### src/sv/qcf_pkg.sv
// Shared types and constants of the quaternion complementary filter.
package qcf_pkg;

    localparam int CFG_IDX_W   = 2;
    localparam int QUEUE_DEPTH = 4;

    localparam logic [CFG_IDX_W-1:0] CFG_GAIN_P = 2'd0;
    localparam logic [CFG_IDX_W-1:0] CFG_GAIN_I = 2'd1;

    typedef struct packed {
        logic signed [31:0] ref_dir_x;
        logic signed [31:0] ref_dir_y;
        logic signed [31:0] ref_dir_z;
        logic signed [31:0] ref_meas_x;
        logic signed [31:0] ref_meas_y;
        logic signed [31:0] ref_meas_z;
        logic signed [31:0] ref_weight;
        logic signed [31:0] gyro_x;
        logic signed [31:0] gyro_y;
        logic signed [31:0] gyro_z;
        logic        [30:0] time_step;
        logic               last_ref;
    } t_in_item;

    typedef struct packed {
        logic signed [31:0] att_w;
        logic signed [31:0] att_x;
        logic signed [31:0] att_y;
        logic signed [31:0] att_z;
    } t_out_item;

    typedef struct packed {
        logic                 valid;
        logic [CFG_IDX_W-1:0] index;
        logic [31:0]          data;
    } t_cfg_wr;

endpackage

### src/sv/qcf_front.sv
// Request queue that accepts reference pairs and hands them to the update engine.
module qcf_front (
    input  logic               i_clk,
    input  logic               i_rst_n,
    input  logic               i_in_valid,
    output logic               o_in_ready,
    input  qcf_pkg::t_in_item  i_in_item,
    output logic               o_q_valid,
    input  logic               i_q_pop,
    output qcf_pkg::t_in_item  o_q_item
);

    localparam int DEPTH = qcf_pkg::QUEUE_DEPTH;
    localparam int PTR_W = $clog2(DEPTH);
    localparam int CNT_W = $clog2(DEPTH + 1);

    qcf_pkg::t_in_item r_mem [DEPTH];
    logic [PTR_W-1:0]  r_wr;
    logic [PTR_W-1:0]  r_rd;
    logic [CNT_W-1:0]  r_cnt;
    logic              w_push;
    logic              w_pop;

    assign o_in_ready = (r_cnt != CNT_W'(DEPTH));
    assign o_q_valid  = (r_cnt != '0);
    assign o_q_item   = r_mem[r_rd];
    assign w_push     = i_in_valid && o_in_ready;
    assign w_pop      = i_q_pop && o_q_valid;

    always_ff @(posedge i_clk) begin
        if (w_push) begin
            r_mem[r_wr] <= i_in_item;
        end
    end

    always_ff @(posedge i_clk) begin
        if (!i_rst_n) begin
            r_wr  <= '0;
            r_rd  <= '0;
            r_cnt <= '0;
        end else begin
            if (w_push) begin
                r_wr <= (r_wr == PTR_W'(DEPTH - 1)) ? '0 : r_wr + 1'b1;
            end
            if (w_pop) begin
                r_rd <= (r_rd == PTR_W'(DEPTH - 1)) ? '0 : r_rd + 1'b1;
            end
            if (w_push && !w_pop) begin
                r_cnt <= r_cnt + 1'b1;
            end else if (w_pop && !w_push) begin
                r_cnt <= r_cnt - 1'b1;
            end
        end
    end

endmodule

### config.mk
export PLATFORM = sky130hd
export DESIGN_NAME = qcf_front
export DESIGN_NICKNAME = d
export VERILOG_FILES = /design/src/sv/qcf_pkg.sv /design/src/sv/qcf_front.sv
export SDC_FILE = /design/constraint.sdc
export NUM_CORES = 1
export LEC_CHECK = 0
export BUFFER_PORTS_ARGS = -buffer_cell sky130_fd_sc_hd__buf_2
export CAP_MARGIN = 20
export CORE_MARGIN = 3
export CORE_UTILIZATION = 59
export CTS_BUF_LIST = sky130_fd_sc_hd__clkbuf_8
export DETAILED_ROUTE_END_ITERATION = 10
export PLACE_DENSITY = 0.91
export SYNTH_ARGS = -nofsm -noshare
export SYNTH_HDL_FRONTEND = slang
export SYNTH_SLANG_ARGS = --single-unit
export TNS_END_PERCENT = 20
### constraint.sdc
create_clock -name i_clk -period 15.13 [get_ports i_clk]
set_input_delay 3.026 -clock i_clk [delete_from_list [all_inputs] [get_ports i_clk]]
set_output_delay 3.026 -clock i_clk [all_outputs]
set_load 0.01 [all_outputs]
* Word level (Yosys, flattened, before mapping)
Memory sizes are Yosys's and may differ from the RTL's. A register that Yosys moved wholly into a read port is not among the register bits.
Index checks and enable logic that the tools add are counted.
** Cells by class
- $add $sub $neg :: 4
- Eq/ne operators :: 3
- Multiplexer cells :: 8
- Reductions and logical operators :: 8
** Operators by type and width (number)
- $mux W2 :: 4
- $mux W3 :: 2
- $add A2 B1 Y2 const B :: 2
- $eq A2 B2 Y1 const B :: 2
- $logic_and A1 B1 Y1 :: 4
- $add A3 B1 Y3 const B :: 1
- $ne A3 B3 Y1 const B :: 1
- $reduce_bool A3 Y1 :: 1
- $sub A3 B1 Y3 const B :: 1
- $logic_not A1 Y1 :: 2
- $mux W1 :: 2
- $reduce_bool A2 Y1 :: 1
** Storage, ports and cells
- Flip-flop bits (word level) :: 7
- RAM bits :: 1408
- Bits of input ports :: 356
- Output and inout bits :: 354
- Logic and storage cells :: 27
- Memories kept :: 1
** Memory list
- r_mem :: words 4, bits a word 352, read ports 1, clocked after memory_dff 1, wr ports 1, line qcf_front.sv:17 : qcf_pkg::t_in_item r_mem [DEPTH];

* Depth between registers and ports, before layout
- Word-level depth :: 6
- Gate-level depth with buffers :: 9
- Gate-level depth less buffers :: 8

* Worst setup path after synthesis
No wires, ideal clock.
- Path type :: input -> register
- Start point :: input i_in_valid
- End point :: memory r_mem[3][0] in the netlist's numbering, enable pin
- Setup time :: 0.762 ns
- Data arrival time :: 11.070 ns
- Data required time :: 14.368 ns
- Slack :: 3.297 ns
- Cell stages on the path :: 1
- Path buffers :: 0
- Cells stage by stage :: and3_1
** Between the ends
- Word-level cells in the longest chain between the ends :: 3
** Ends and longest elaborated chain
- start, declared :: line qcf_front.sv:5 : input logic i_in_valid,
- $logic_and A1 B1 Y1 :: line qcf_front.sv:27 : assign w_push = i_in_valid && o_in_ready;
- $mux W1 :: line qcf_front.sv:31 : if (w_push) begin
- $mux W1 (not written as such) :: line qcf_front.sv:32 : r_mem[r_wr] <= i_in_item;
- end, declared :: line qcf_front.sv:17
No other way between the ends.

==> load_flow_metrics.sql <==
INSERT INTO impl_metrics (metric_group, metric, value, unit) VALUES
('clock_tree', 'cts-resized-gates', '0', ''),
('worst_setup_path', 'critical_path.slowest_cell', 'sky130_fd_sc_hd__dfxtp_4', ''),
('worst_setup_path', 'worst_setup_path_start_kind', 'flop', ''),
('worst_setup_path', 'timing.critical_path.mode_cell', 'sky130_fd_sc_hd__buf_4', ''),
('layout', 'total_area_of_multi_input_combinational_cells', '8230', 'um^2'),
('layout', 'fillCellCount', '4713', ''),
('synth', 'synth.distinct_cells', '25', ''),
('floorplan', 'rows', '107', ''),
('layout', 'finish.cell_count_without_fillers', '4097', ''),
('clock_tree', 'cts_num_sinks', '1417', ''),
('grt', 'overflow', '0', ''),
('synth', 'syn-cell-area', '51300', 'um^2'),
('clock_tree', 'number_of_h_tree_levels', '4', ''),
('worst_setup_path', 'reg2reg_depth', '5', ''),
('grt', 'grt_pass1_vias', '26400', ''),
('synth', 'synthesis.nets', '2252', ''),
('worst_setup_path', 'cp_cell_sequence', 'buf_4 -> buf_4 -> buf_4 -> mux4_2 -> buf_2', ''),
('timing', 'max_slew.worst_pin.slew', '1.10', 'ns'),
('worst_setup_path', 'critical_path_buf_inv_count', '4', ''),
('run', 'cap_violations', '0', ''),
('synth', 'ys_async_sr_fraction', '0', ''),
('synth', 'synth_enable_flop_cells', '1408', ''),
('clock_tree', 'clk_pin_slew', '0.06', 'ns'),
('layout', 'area_growth', '16.3', '%'),
('timing', 'fmax', '124', 'MHz'),
('run_status', 'run_status', 'finished, final reports clean', ''),
('layout', 'ratio_of_cells_with_drive_above_1_in_the_final_layout', '0.460', ''),
('worst_setup_path', 'worst-endpoint-required', '12.10', 'ns'),
('clock_tree', 'post-cts-setup-buffer-count', '0', ''),
('worst_setup_path', 'timing.critical_path.fanout_max', '45', ''),
('grt', 'grt_max_degree', '157', ''),
('timing', 'slew_viol_final', '0', ''),
('placed_design', 'pre_cts_slack', '7.91', 'ns'),
('drt', 'wl', '123000', 'um'),
('timing', 'rsz0062_at_grt', 'no', ''),
('synth', 'synth_top_area_share', '0.825', ''),
('floorplan', 'start_util', '0.598', ''),
('min_path', 'min_delay_path_depth', '2', ''),
('synth', 'post_synthesis_mean_instance_area', '27.1', 'um^2'),
('timing', 'min_period', '8.04', 'ns'),
('drt', 'route.vias.total', '25000', ''),
('worst_setup_path', 'critPathKind', 'flop to primary output', ''),
('drt', 'routedWlPerCell', '29.9', 'um'),
('clock_tree', 'tritoncts', 'built', ''),
('timing', 'maxSlewHeadroom', '0.269', ''),
('pwr', 'power_per_cell_area', '163', 'nW/um^2'),
('worst_setup_path', 'crit_path_max_incr_delay', '0.93', 'ns'),
('timing', 'fin_worst_skew', '0.0443', 'ns'),
('placed_design', 'placed_cells', '3690', ''),
('layout', 'nets', '3115', ''),
('pwr', 'total_leakage_power', '0.0200', 'uW'),
('clock_tree', 'clock-root-buffer', 'sky130_fd_sc_hd__clkbuf_8', ''),
('placed_design', 'gp_routability_congestion', '0.824', ''),
('timing', 'layout_worst_path_cycle_share', '0.532', ''),
('clock_tree', 'cts_made_buffers', '204', ''),
('placed_design', 'numPortBuffers', '709', ''),
('drt', 'postRouteAntennaNets', '0', ''),
('clock_tree', 'insertion_delay', '0.84', 'ns'),
('synth', 'number_of_synthesized_register_bits', '1417', ''),
('synth', 'synth_common_cells', 'sky130_fd_sc_hd__edfxtp_1, sky130_fd_sc_hd__mux4_2, sky130_fd_sc_hd__buf_2', ''),
('synth', 'syn-instance-count', '1889', ''),
('floorplan', 'floorplan.core_area', '85700', 'um^2'),
('floorplan', 'die_h', '301', 'um'),
('placed_design', 'dp_hpwl', '76000', 'um'),
('grt', 'grt_usage', '0.269', ''),
('floorplan', 'io_pins', '710', ''),
('synth', 'yosys_warnings', '0', ''),
('pwr', 'vdd_ir_drop_max', '0.172', 'mV'),
('drt', 'firstDrtPassIters', '5', ''),
('floorplan', 'fp.dieArea', '90500', 'um^2'),
('synth', 'yosysMostFrequentCell', 'sky130_fd_sc_hd__edfxtp_1', '');
logic make-up (layout without fill, tap and decap cells):
family,after synthesis,count (layout),synth area share
DFF,1417,1417,0.828
muxes,354,354,0.155
buffers and inverters,83,1101,0.0117
and+or+nand+nor,20,20,0.00215
adders and majority gates,7,7,0.00185
AOI/OAI and AO/OA,6,6,0.000684
xor gates and xnor gates,2,2,0.000342
other,0,46,0
area by class of cell:
type / instances / area share
well taps: 1144 / 0.0240
multi-input cells: 389 / 0.138
clock buffers: 212 / 0.0489
clock inverters: 149 / 0.0114
diodes: 46 / 0.00193
inverters: 3 / 0.000189
flip-flops and latches: 1417 / 0.712
repair buffers: 737 / 0.0636
path summary, 6_finish.rpt:
check,start,end,slack [ns]
worst max-delay path,flop,o_q_item[270],7.09
worst min-delay path,r_wr[1],r_wr[1],0.53
worst max register to register,r_cnt[0],r_mem[1][263],10.63
worst min register to register,r_wr[1],r_wr[1],0.53
state kept, by name (all words and copies together) (netlist names), named ones only:
name   count
r_mem   1408
r_wr       2
r_cnt      3
r_rd       2
worst min-delay path: cells and delay by family (launching register included):
family,cells,cell delay [ns]
flops,1,0.35
simple gates,1,0.07
mux,1,0.06
where the power goes:
part	internal (uW)	leakage, uW	switching, uW
Combinational	923	0.00493	1200
Clock	1310	0.00210	1370
Sequential	4760	0.0130	155
metrics by stage:
step / total power [uW] / hold slack (ns) / utilization / instance area (um^2)
floorplan: 6410 / 0.468 / - / 51300
global placement: 6970 / 0.479 / 0.653 / 55900
detailed placement: 7100 / 0.515 / 0.653 / 55900
CTS: 9780 / 0.522 / 0.695 / 59500
global route: 10100 / 0.557 / 0.696 / 59600
finish: 9730 / 0.529 / 0.696 / 59600
cell usage in the layout, fill, tap and decap left out, drive strengths merged:
cell type	n
edfxtp	1408
buf	737
mux4	352
clkbuf	212
inv	78
clkinv	69
diode	46
dfxtp	9
ha	6
nand2	5
and3	4
o21ai	4
clkinvlp	4
or3	2
nor2	2
nand3	2
mux2i	2
and2	2
o31ai	1
xnor2	1
nand4	1
nor2b	1
xor2	1
a21boi	1
or3b	1
fa	1
bufinv	1
metal layers:
layer,global-route usage,up-vias,part of all wire
met5,0,-,0.0014
met4,0.125,26,0.043
met3,0.0826,311,0.10
met2,0.459,1653,0.53
met1,0.314,13000,0.32
li1,-,10000,-
No activity file was read; power rests on OpenSTA's default activity.
